## config.mk

```make
export PLATFORM = sky130hd
export DESIGN_NAME = pixel_to_ascii_downsampler_core
export DESIGN_NICKNAME = d
export VERILOG_FILES = /design/src/rtl/pxa_pkg.sv /design/src/rtl/pxa_front.sv /design/src/rtl/pxa_fifo.sv /design/src/rtl/pxa_back.sv /design/src/rtl/pixel_to_ascii_downsampler_core.sv
export SDC_FILE = /design/constraint.sdc
export NUM_CORES = 2
export LEC_CHECK = 0
export ABC_AREA = 1
export BUFFER_PORTS_ARGS = -buffer_cell sky130_fd_sc_hd__buf_2
export CAP_MARGIN = 20
export CELL_PAD_IN_SITES_DETAIL_PLACEMENT = 1
export CELL_PAD_IN_SITES_GLOBAL_PLACEMENT = 2
export CORE_ASPECT_RATIO = 1.25
export CORE_MARGIN = 2
export CORE_UTILIZATION = 30
export DETAILED_ROUTE_END_ITERATION = 10
export PLACE_DENSITY_LB_ADDON = 0.25
export RECOVER_POWER = 50
export SLEW_MARGIN = 10
export SYNTH_ARGS = -nofsm -noshare
export SYNTH_HDL_FRONTEND = slang
export SYNTH_SLANG_ARGS = --single-unit
```

## constraint.sdc

```tcl
create_clock -name i_clk -period 10.3 [get_ports i_clk]
set_input_delay 0.515 -clock i_clk [delete_from_list [all_inputs] [get_ports i_clk]]
set_output_delay 0.515 -clock i_clk [all_outputs]
set_load 0.05 [all_outputs]
```

## src/rtl/pxa_pkg.sv

```systemverilog
// ---------------------------------------------------------------------------
// pxa_pkg - shared types and constants for the pixel to ASCII downsampler
// Configuration record, queue entry, luminance mode codes and the 64-entry
// brightness ramp.
// ---------------------------------------------------------------------------
`default_nettype none

package pxa_pkg;

    localparam int CFG_W     = 13;   // size registers
    localparam int CHAN_W    = 3;    // channel count register
    localparam int CFG_IDX_W = 3;
    localparam int COMP_W    = 8;
    localparam int CHAR_W    = 7;
    localparam int COORD_W   = 12;
    localparam int LUM_W     = 18;   // 1000 * 255 fits
    localparam int IDX_W     = 6;

    // idx = floor(lum * 63 / 255000) = (lum * RECIP) >> RECIP_SHIFT, exact for lum <= 255000
    localparam int RECIP_W     = 26;
    localparam int RECIP_SHIFT = 37;
    localparam logic [RECIP_W-1:0] RECIP = 26'd33955507;
    localparam int PROD_W      = LUM_W + RECIP_W;

    localparam int FIFO_DEPTH = 4;
    localparam int FIFO_PTR_W = 2;
    localparam int FIFO_CNT_W = 3;

    // register indexes on the configuration port
    localparam logic [CFG_IDX_W-1:0] REG_IMAGE_WIDTH   = 3'd0;
    localparam logic [CFG_IDX_W-1:0] REG_IMAGE_HEIGHT  = 3'd1;
    localparam logic [CFG_IDX_W-1:0] REG_OUT_WIDTH     = 3'd2;
    localparam logic [CFG_IDX_W-1:0] REG_OUT_HEIGHT    = 3'd3;
    localparam logic [CFG_IDX_W-1:0] REG_CHANNEL_COUNT = 3'd4;

    typedef enum logic [1:0] {
        LUM_ZERO,
        LUM_GREY,
        LUM_RGB
    } t_lum_mode;

    typedef struct packed {
        logic [CFG_W-1:0]  image_width;
        logic [CFG_W-1:0]  image_height;
        logic [CFG_W-1:0]  out_width;
        logic [CFG_W-1:0]  out_height;
        logic [CHAN_W-1:0] channel_count;
    } t_pxa_cfg;

    typedef struct packed {
        t_lum_mode          mode;
        logic [COMP_W-1:0]  red;
        logic [COMP_W-1:0]  green;
        logic [COMP_W-1:0]  blue;
        logic [COORD_W-1:0] column;
        logic [COORD_W-1:0] line;
        logic               row_end;
        logic               frame_end;
    } t_pxa_item;

    localparam logic [CHAR_W-1:0] RAMP [64] = '{
        7'h60, 7'h5E, 7'h22, 7'h2C, 7'h3A, 7'h3B, 7'h49, 7'h6C,
        7'h21, 7'h69, 7'h7E, 7'h2B, 7'h5F, 7'h2D, 7'h3F, 7'h5D,
        7'h5B, 7'h7D, 7'h28, 7'h31, 7'h29, 7'h28, 7'h7C, 7'h5C,
        7'h2F, 7'h74, 7'h66, 7'h6A, 7'h72, 7'h78, 7'h6E, 7'h75,
        7'h76, 7'h63, 7'h7A, 7'h58, 7'h59, 7'h55, 7'h4A, 7'h43,
        7'h4C, 7'h51, 7'h30, 7'h4F, 7'h5A, 7'h6D, 7'h77, 7'h71,
        7'h70, 7'h64, 7'h62, 7'h6B, 7'h68, 7'h61, 7'h6F, 7'h23,
        7'h4D, 7'h57, 7'h26, 7'h38, 7'h25, 7'h42, 7'h40, 7'h53
    };

endpackage

`default_nettype wire

```

## src/rtl/pxa_front.sv

```systemverilog
// ---------------------------------------------------------------------------
// pxa_front - raster position tracking and nearest-neighbour selection
// Accepts pixels, keeps source and output positions and pushes one queue
// entry for every pixel that lands on an output cell.
// ---------------------------------------------------------------------------
`default_nettype none

module pxa_front #(
    parameter int MAX_DIMENSION = 4096
) (
    input  wire                          i_clk,
    input  wire                          i_rst_n,
    input  wire                          i_clear,
    input  pxa_pkg::t_pxa_cfg            i_cfg,
    input  wire                          i_valid,
    output logic                         o_ready,
    input  wire [pxa_pkg::COMP_W-1:0]    i_red,
    input  wire [pxa_pkg::COMP_W-1:0]    i_green,
    input  wire [pxa_pkg::COMP_W-1:0]    i_blue,
    input  wire                          i_full,
    output logic                         o_push,
    output pxa_pkg::t_pxa_item           o_item
);

    localparam int DW = $clog2(MAX_DIMENSION + 1);
    localparam int AW = 2 * DW;

    function automatic logic [DW-1:0] fix_dim(input logic [pxa_pkg::CFG_W-1:0] v);
        logic [31:0] x;
        x = 32'(v);
        if (x == 32'd0)
            x = 32'd1;
        else if (x > 32'(MAX_DIMENSION))
            x = 32'(MAX_DIMENSION);
        return x[DW-1:0];
    endfunction

    logic [DW-1:0] w, h, ow, oh, ow_raw, oh_raw;

    logic [DW-1:0] r_sc, r_sr, r_oc, r_or;
    logic [DW-1:0] n_sc, n_sr, n_oc, n_or;
    logic [AW-1:0] r_cacc, r_racc, r_cbase, r_rbase;   // oc*w, or*h, sc*ow, sr*oh
    logic [AW-1:0] n_cacc, n_racc, n_cbase, n_rbase;

    logic          accept, row_pick, col_pick, pick, rend, fend;
    logic [DW:0]   sc_inc, sr_inc, oc_inc, or_inc;

    always_comb begin
        w      = fix_dim(i_cfg.image_width);
        h      = fix_dim(i_cfg.image_height);
        ow_raw = fix_dim(i_cfg.out_width);
        oh_raw = fix_dim(i_cfg.out_height);
        ow     = (ow_raw > w) ? w : ow_raw;
        oh     = (oh_raw > h) ? h : oh_raw;
    end

    assign o_ready = !i_full;
    assign accept  = i_valid && o_ready;

    always_comb begin
        sc_inc = {1'b0, r_sc} + 1'b1;
        sr_inc = {1'b0, r_sr} + 1'b1;
        oc_inc = {1'b0, r_oc} + 1'b1;
        or_inc = {1'b0, r_or} + 1'b1;

        // sr == floor(racc / oh)  <=>  sr*oh <= racc < sr*oh + oh
        row_pick = (r_or < oh) && (r_rbase <= r_racc) && (r_racc < r_rbase + AW'(oh));
        col_pick = (r_oc < ow) && (r_cbase <= r_cacc) && (r_cacc < r_cbase + AW'(ow));
        pick     = row_pick && col_pick;
        rend     = (oc_inc == {1'b0, ow});
        fend     = rend && (or_inc == {1'b0, oh});

        n_sc    = r_sc;
        n_sr    = r_sr;
        n_oc    = r_oc;
        n_or    = r_or;
        n_cacc  = r_cacc;
        n_racc  = r_racc;
        n_cbase = r_cbase;
        n_rbase = r_rbase;

        if (i_clear) begin
            n_sc    = '0;
            n_sr    = '0;
            n_oc    = '0;
            n_or    = '0;
            n_cacc  = '0;
            n_racc  = '0;
            n_cbase = '0;
            n_rbase = '0;
        end else if (accept) begin
            if (pick) begin
                n_oc   = oc_inc[DW-1:0];
                n_cacc = r_cacc + AW'(w);
            end
            if (sc_inc >= {1'b0, w}) begin
                if (sr_inc >= {1'b0, h}) begin
                    // last pixel of the frame
                    n_sc    = '0;
                    n_sr    = '0;
                    n_oc    = '0;
                    n_or    = '0;
                    n_cacc  = '0;
                    n_racc  = '0;
                    n_cbase = '0;
                    n_rbase = '0;
                end else begin
                    n_sc    = '0;
                    n_cbase = '0;
                    n_sr    = sr_inc[DW-1:0];
                    n_rbase = r_rbase + AW'(oh);
                    n_oc    = '0;
                    n_cacc  = '0;
                    if (row_pick) begin
                        n_or   = or_inc[DW-1:0];
                        n_racc = r_racc + AW'(h);
                    end
                end
            end else begin
                n_sc    = sc_inc[DW-1:0];
                n_cbase = r_cbase + AW'(ow);
            end
        end
    end

    always_ff @(posedge i_clk) begin
        if (!i_rst_n) begin
            r_sc    <= '0;
            r_sr    <= '0;
            r_oc    <= '0;
            r_or    <= '0;
            r_cacc  <= '0;
            r_racc  <= '0;
            r_cbase <= '0;
            r_rbase <= '0;
        end else begin
            r_sc    <= n_sc;
            r_sr    <= n_sr;
            r_oc    <= n_oc;
            r_or    <= n_or;
            r_cacc  <= n_cacc;
            r_racc  <= n_racc;
            r_cbase <= n_cbase;
            r_rbase <= n_rbase;
        end
    end

    assign o_push = accept && pick && !i_clear;

    always_comb begin
        if (i_cfg.channel_count >= 3'd3)
            o_item.mode = pxa_pkg::LUM_RGB;
        else if (i_cfg.channel_count == 3'd1)
            o_item.mode = pxa_pkg::LUM_GREY;
        else
            o_item.mode = pxa_pkg::LUM_ZERO;
        o_item.red       = i_red;
        o_item.green     = i_green;
        o_item.blue      = i_blue;
        o_item.column    = pxa_pkg::COORD_W'(r_oc);
        o_item.line      = pxa_pkg::COORD_W'(r_or);
        o_item.row_end   = rend;
        o_item.frame_end = fend;
    end

endmodule

`default_nettype wire

```

## src/rtl/pxa_fifo.sv

```systemverilog
// ---------------------------------------------------------------------------
// pxa_fifo - short queue between selection and character generation
// Four entries, first-word fall-through.
// ---------------------------------------------------------------------------
`default_nettype none

module pxa_fifo (
    input  wire                 i_clk,
    input  wire                 i_rst_n,
    input  wire                 i_push,
    input  pxa_pkg::t_pxa_item  i_item,
    output logic                o_full,
    input  wire                 i_pop,
    output logic                o_valid,
    output pxa_pkg::t_pxa_item  o_item
);

    pxa_pkg::t_pxa_item                 r_mem [pxa_pkg::FIFO_DEPTH];
    logic [pxa_pkg::FIFO_PTR_W-1:0]     r_wr_ptr, r_rd_ptr;
    logic [pxa_pkg::FIFO_CNT_W-1:0]     r_count;
    logic                               do_push, do_pop;

    assign o_full  = (r_count == pxa_pkg::FIFO_CNT_W'(pxa_pkg::FIFO_DEPTH));
    assign o_valid = (r_count != '0);
    assign o_item  = r_mem[r_rd_ptr];
    assign do_push = i_push && !o_full;
    assign do_pop  = i_pop && o_valid;

    always_ff @(posedge i_clk) begin
        if (do_push)
            r_mem[r_wr_ptr] <= i_item;
    end

    always_ff @(posedge i_clk) begin
        if (!i_rst_n) begin
            r_wr_ptr <= '0;
            r_rd_ptr <= '0;
            r_count  <= '0;
        end else begin
            if (do_push)
                r_wr_ptr <= r_wr_ptr + 1'b1;
            if (do_pop)
                r_rd_ptr <= r_rd_ptr + 1'b1;
            case ({do_push, do_pop})
                2'b10:   r_count <= r_count + 1'b1;
                2'b01:   r_count <= r_count - 1'b1;
                default: r_count <= r_count;
            endcase
        end
    end

endmodule

`default_nettype wire

```

## src/rtl/pxa_back.sv

```systemverilog
// ---------------------------------------------------------------------------
// pxa_back - luminance, ramp index and character output
// Three stages: weighted sum, reciprocal multiply, ramp lookup into the
// output register. Each stage moves when the one after it is free.
// ---------------------------------------------------------------------------
`default_nettype none

module pxa_back (
    input  wire                             i_clk,
    input  wire                             i_rst_n,
    input  wire                             i_valid,
    input  pxa_pkg::t_pxa_item              i_item,
    output logic                            o_pop,
    output logic                            o_valid,
    input  wire                             i_ready,
    output logic [pxa_pkg::CHAR_W-1:0]      o_char,
    output logic [pxa_pkg::COORD_W-1:0]     o_column,
    output logic [pxa_pkg::COORD_W-1:0]     o_line,
    output logic                            o_row_end,
    output logic                            o_frame_end
);

    typedef struct packed {
        logic [pxa_pkg::COORD_W-1:0] column;
        logic [pxa_pkg::COORD_W-1:0] line;
        logic                        row_end;
        logic                        frame_end;
    } t_meta;

    logic                           r_v1, r_v2, r_v3;
    logic                           en1, en2, en3;
    logic [pxa_pkg::LUM_W-1:0]      r_lum, n_lum;
    logic [pxa_pkg::IDX_W-1:0]      r_idx;
    logic [pxa_pkg::PROD_W-1:0]     prod;
    t_meta                          r_m1, r_m2, r_m3, in_meta;
    logic [pxa_pkg::CHAR_W-1:0]     r_char;

    assign en3   = !r_v3 || i_ready;
    assign en2   = !r_v2 || en3;
    assign en1   = !r_v1 || en2;
    assign o_pop = i_valid && en1;

    always_comb begin
        case (i_item.mode)
            pxa_pkg::LUM_RGB:
                n_lum = pxa_pkg::LUM_W'(pxa_pkg::LUM_W'(i_item.red)   * 18'd299
                                      + pxa_pkg::LUM_W'(i_item.green) * 18'd587
                                      + pxa_pkg::LUM_W'(i_item.blue)  * 18'd114);
            pxa_pkg::LUM_GREY:
                n_lum = pxa_pkg::LUM_W'(pxa_pkg::LUM_W'(i_item.red) * 18'd1000);
            default:
                n_lum = '0;
        endcase
        in_meta.column    = i_item.column;
        in_meta.line      = i_item.line;
        in_meta.row_end   = i_item.row_end;
        in_meta.frame_end = i_item.frame_end;
    end

    assign prod = pxa_pkg::PROD_W'(r_lum) * pxa_pkg::PROD_W'(pxa_pkg::RECIP);

    always_ff @(posedge i_clk) begin
        if (en1) begin
            r_lum <= n_lum;
            r_m1  <= in_meta;
        end
        if (en2) begin
            r_idx <= prod[pxa_pkg::RECIP_SHIFT +: pxa_pkg::IDX_W];
            r_m2  <= r_m1;
        end
        if (en3) begin
            r_char <= pxa_pkg::RAMP[r_idx];
            r_m3   <= r_m2;
        end
    end

    always_ff @(posedge i_clk) begin
        if (!i_rst_n) begin
            r_v1 <= 1'b0;
            r_v2 <= 1'b0;
            r_v3 <= 1'b0;
        end else begin
            if (en1)
                r_v1 <= i_valid;
            if (en2)
                r_v2 <= r_v1;
            if (en3)
                r_v3 <= r_v2;
        end
    end

    assign o_valid     = r_v3;
    assign o_char      = r_char;
    assign o_column    = r_m3.column;
    assign o_line      = r_m3.line;
    assign o_row_end   = r_m3.row_end;
    assign o_frame_end = r_m3.frame_end;

endmodule

`default_nettype wire

```

## src/rtl/pixel_to_ascii_downsampler_core.sv

```systemverilog
// ---------------------------------------------------------------------------
// pixel_to_ascii_downsampler_core - pixels in, ASCII art characters out
//
// Slave stream takes source pixels in raster order, one beat per pixel.
// Pixels that nearest-neighbour sampling picks yield one character beat on
// the master stream; all other pixels are consumed silently. tlast marks
// the last character of an output row, tuser the last of the frame.
// Configuration is a write-only register port (index, data, enable); any
// write restarts the frame. Write only while the stream side is idle.
//
// Throughput: one pixel per cycle while the queue is not full. A picked
// pixel's beat writes the queue; then luminance sum, reciprocal multiply
// and ramp lookup into the output register follow as registered stages
// before the character shows on the master side.
// Stall: while the master side is held off, the three back stages and the
// four-entry queue fill; tready on the slave side drops when the queue is
// full. Reset clears positions, queue and pipeline and loads 1x1 image and
// output sizes with three channels.
// ---------------------------------------------------------------------------
`default_nettype none

module pixel_to_ascii_downsampler_core #(
    parameter int MAX_DIMENSION = 4096
) (
    input  wire                                i_clk,
    input  wire                                i_rst_n,
    // configuration
    input  wire                                i_cfg_wr_en,
    input  wire [pxa_pkg::CFG_IDX_W-1:0]       i_cfg_index,
    input  wire [pxa_pkg::CFG_W-1:0]           i_cfg_data,
    // pixel stream
    input  wire                                i_s_axis_tvalid,
    output logic                               o_s_axis_tready,
    input  wire [23:0]                         i_s_axis_tdata,   // comp_red, comp_green, comp_blue
    // character stream
    output logic                               o_m_axis_tvalid,
    input  wire                                i_m_axis_tready,
    output logic [31:0]                        o_m_axis_tdata,   // char_code, out_column, out_line
    output logic                               o_m_axis_tlast,   // row_end
    output logic                               o_m_axis_tuser    // frame_end
);

    pxa_pkg::t_pxa_cfg   r_cfg;
    pxa_pkg::t_pxa_item  push_item, q_item;
    logic                push, q_full, q_valid, q_pop;
    logic [pxa_pkg::CHAR_W-1:0]  out_char;
    logic [pxa_pkg::COORD_W-1:0] out_col, out_line;

    always_ff @(posedge i_clk) begin
        if (!i_rst_n) begin
            r_cfg.image_width   <= 13'd1;
            r_cfg.image_height  <= 13'd1;
            r_cfg.out_width     <= 13'd1;
            r_cfg.out_height    <= 13'd1;
            r_cfg.channel_count <= 3'd3;
        end else if (i_cfg_wr_en) begin
            case (i_cfg_index)
                pxa_pkg::REG_IMAGE_WIDTH:   r_cfg.image_width   <= i_cfg_data;
                pxa_pkg::REG_IMAGE_HEIGHT:  r_cfg.image_height  <= i_cfg_data;
                pxa_pkg::REG_OUT_WIDTH:     r_cfg.out_width     <= i_cfg_data;
                pxa_pkg::REG_OUT_HEIGHT:    r_cfg.out_height    <= i_cfg_data;
                pxa_pkg::REG_CHANNEL_COUNT:
                    r_cfg.channel_count <= i_cfg_data[pxa_pkg::CHAN_W-1:0];
                default: r_cfg <= r_cfg;
            endcase
        end
    end

    pxa_front #(
        .MAX_DIMENSION (MAX_DIMENSION)
    ) u_front (
        .i_clk   (i_clk),
        .i_rst_n (i_rst_n),
        .i_clear (i_cfg_wr_en),
        .i_cfg   (r_cfg),
        .i_valid (i_s_axis_tvalid),
        .o_ready (o_s_axis_tready),
        .i_red   (i_s_axis_tdata[7:0]),
        .i_green (i_s_axis_tdata[15:8]),
        .i_blue  (i_s_axis_tdata[23:16]),
        .i_full  (q_full),
        .o_push  (push),
        .o_item  (push_item)
    );

    pxa_fifo u_fifo (
        .i_clk   (i_clk),
        .i_rst_n (i_rst_n),
        .i_push  (push),
        .i_item  (push_item),
        .o_full  (q_full),
        .i_pop   (q_pop),
        .o_valid (q_valid),
        .o_item  (q_item)
    );

    pxa_back u_back (
        .i_clk       (i_clk),
        .i_rst_n     (i_rst_n),
        .i_valid     (q_valid),
        .i_item      (q_item),
        .o_pop       (q_pop),
        .o_valid     (o_m_axis_tvalid),
        .i_ready     (i_m_axis_tready),
        .o_char      (out_char),
        .o_column    (out_col),
        .o_line      (out_line),
        .o_row_end   (o_m_axis_tlast),
        .o_frame_end (o_m_axis_tuser)
    );

    assign o_m_axis_tdata = {1'b0, out_line, out_col, out_char};

endmodule

`default_nettype wire
```

==> metrics.md <==
| Metric | Value |
|---|---|
| Status | `finished, violations left` |
| Failing checks | `capacitance limit, slew limit` |
| Post-synth cell types | `56` |
| Final HPWL DP | `107000 um` |
| CTS H-tree depth | `3` |
| RePlAce Congestion | `about 0.83` |
| Reg2reg start | `r_cfg[47]$_SDFFE_PN0P_` |
| Hold Crit Class | `in -> reg` |
| Hold path endpoint | `u_fifo.r_mem[2][33]$_DFFE_PP_` |
| Final nets | `approximately 6000` |
| CTS Buf Count | `between 60 and 70` |
| Root Buffer | `clkbuf_16` |
| Setup TNS | `0 ns` |
| Layout area overhead | `10.9%` |
| Area of the multi-input gates | `approximately 0.025 mm2` |
| Die X | `341 um` |
| Hold Path Depth | `1` |
| GRT Total Usage | `0.189` |
| Relative slew slack | `-0.817` |
| Hold Buf Count CTS | `0` |
| Layout Skew | `about 0.024 ns` |
| Pre-Repair DR Iteration Count | `6` |
| Met2 usage | `0.355` |
| Fillers | `approximately 17000` |
| Slowest-stage cell, CP | `nor2_4` |
| Tcrit/Tclk final | `0.875` |
| Critical path class | `reg -> reg` |
| # setup viols final | `0` |
| Starting density of the core | `0.302` |
| PostCTS Resize Cnt | `0` |
| CTS tree | `done` |
| Postcts setup bufs | `0` |
| Worst-Skew Late Latency | `0.66 ns` |
| FMAX | `111 MHz` |
| CP Data Required Time | `10.62 ns` |
| Die footprint | `approximately 0.14 mm2` |
| First-pass GRT wire length | `roughly 210000 um` |
| Reg2reg path depth | `41` |
| Drc violations | `0` |
| Max-slew violation count | `115` |
| # rows | `approximately 150` |
| Hold Worst Slack | `roughly 0.13 ns` |
| Synth warnings | `0` |
| Synth Instances | `between 5000 and 6000` |
| DRT iter0 DRCs | `around 1300` |
| Global routing's busiest layer | `met2` |
| Core ar. | `0.141 mm2` |
| Vias | `around 34000` |
| Remaining antenna violation count | `0` |
| Total wire length | `roughly 140000 um` |
| EDFF count, synth | `~320` |
| WP buf/inv | `7` |
| Grt met1 use | `0.232` |
| Vias in the first global route | `about 36000` |
| Met3 Track Usage GR | `0.0174` |
| Register area | `between 0.01 and 0.015 mm2` |
| Sequential area share after synthesis | `0.329` |
| Top Ports | `81` |
| Largest net degree at the start of global routing | `just under 70` |
| Most common cell after layout, fill and taps aside | `nand2_1` |
| R2R Setup Slk | `about 1.3 ns` |
| Share of cells above drive strength 1 | `0.0371` |
| Max-cap viol count | `3` |
| Tmin final | `approximately 9.0 ns` |
| Worst-Margin Slew | `2.73 ns` |
| # port buffers | `79` |
| Yosys reg bits | `540` |
| Syn nets | `about 5900` |
| Netlist Area Pre-Place | `roughly 0.042 mm2` |
| Synth Area per Inst | `~8.3 um2` |
| CP startpoint kind | `flop` |
| Ys flop type | `edfxtp_1` |
| Critical path arrival | `between 9 and 10 ns` |
| CP Max Fanout | `20` |
| Sink Count | `540` |
| DR WL/cell | `approximately 19 um` |
| Most frequent CP cell | `nand2_1` |
| Top Family by Delay on Critical Path | `simple AND/OR/NAND/NOR gates` |
| Gr ovfl total | `0` |
| Drt via density | `approximately 4.8` |
| Chip height | `around 420 um` |
| RR Endpoint | `u_fifo.r_mem[3][37]$_DFFE_PP_` |
| Hold path start | `i_s_axis_tdata[23]` |
| Most frequent cells in the layout | `nand2_1 (961), inv_1 (869), ha_1 (549)` |
| Crit. End Element | `flop` |
| Critical path's largest stage delay | `roughly 0.6 ns` |
| RSZ-0062 raised after global routing | `false` |
| CTS clk-pin slew, worst paths | `0.06 ns` |
| Clock Path Buffers | `3` |
| Share of flip-flops with an asynchronous set or reset | `0` |
| Final hold violations | `0` |
| Initial antenna violation count | `5` |
-- worst max path at each step --
stage               cells after the start  slack [ns]                    from                       endpoint
floorplan                              41        2.22  r_cfg[47]$_SDFFE_PN0P_   u_fifo.r_mem[0][0]$_DFFE_PP_
CTS                                    41        1.10  r_cfg[47]$_SDFFE_PN0P_  u_fifo.r_mem[3][36]$_DFFE_PP_
finish                                 41        1.29  r_cfg[47]$_SDFFE_PN0P_  u_fifo.r_mem[3][37]$_DFFE_PP_
detailed placement                     41        1.16  r_cfg[47]$_SDFFE_PN0P_  u_fifo.r_mem[3][33]$_DFFE_PP_
global route                           39        0.24  r_cfg[48]$_SDFFE_PN0P_  u_fifo.r_mem[3][37]$_DFFE_PP_
global placement                       39        1.31  r_cfg[47]$_SDFFE_PN0P_  u_fifo.r_mem[3][33]$_DFFE_PP_
-- through the flow --
stage	cells	utilization	area [um2]	setup WS, ns
detailed placement	6980	0.320	45000	1.16
floorplan	5113	-	42500	2.22
finish	7099	0.335	47100	1.29
CTS	7095	0.335	47200	1.10
global route	7097	0.335	47100	0.236
global placement	6980	0.320	45000	1.31
-- layer usage --
layer / routed length [um] / part of all wire / vias to the layer above
met5: 21 / 0.00015 / -
met4: 2230 / 0.016 / 4
met3: 3000 / 0.022 / 113
met2: 70200 / 0.52 / 289
met1: 60400 / 0.44 / 16789
li1: - / - / 16868
-- final cells by class --
class | instances | share of cell area
multi-input combinational | 3575 | 0.525
inverter | 876 | 0.0700
clock inverter | 30 | 0.00693
timing repair buffer | 119 | 0.0138
clock buffer | 85 | 0.0379
antenna | 2 | 0.000106
tap | 1872 | 0.0497
sequential | 540 | 0.297
-- synth_stat cells, types with 86 or more instances --
library cell	instances	area, um2
dfxtp_1	223	4460
a21oi_1	369	1850
nor2_1	488	1830
o21ai_0	254	1270
xor2_1	90	788
clkbuf_1	86	323
ha_1	549	6870
edfxtp_1	317	9520
fa_1	227	4540
nand3_1	279	1400
inv_1	871	3270
nand2_1	963	3610
-- cells by family after synthesis --
kind of cell             after synthesis  share of synthesized area
XOR/XNOR                             125                     0.0258
other                                  1                  0.0000883
AO/OA/AOI/OAI                        802                      0.104
flip-flops                           540                      0.329
AND/OR/NAND/NOR                     1871                      0.182
buffers and inverters                998                     0.0897
adder cells (fa/ha/maj)              776                      0.269
-- registers in the layout, summed over array words and instances, names as in the netlist, 12 cells and up, named ones only --
signal           count
u_fifo.r_mem       208
r_cfg               55
u_back.r_m1         26
u_back.r_m2         26
u_front.r_cacc      26
u_front.r_cbase     26
u_front.r_racc      26
u_front.r_rbase     26
u_back.r_lum        18
u_front.r_oc        13
u_front.r_or        13
u_front.r_sc        13
u_front.r_sr        13
u_back.o_column     12
u_back.o_line       12
Power is not shown: default switching activity piles up to over one toggle a cycle in this logic, so the estimate is an artifact.
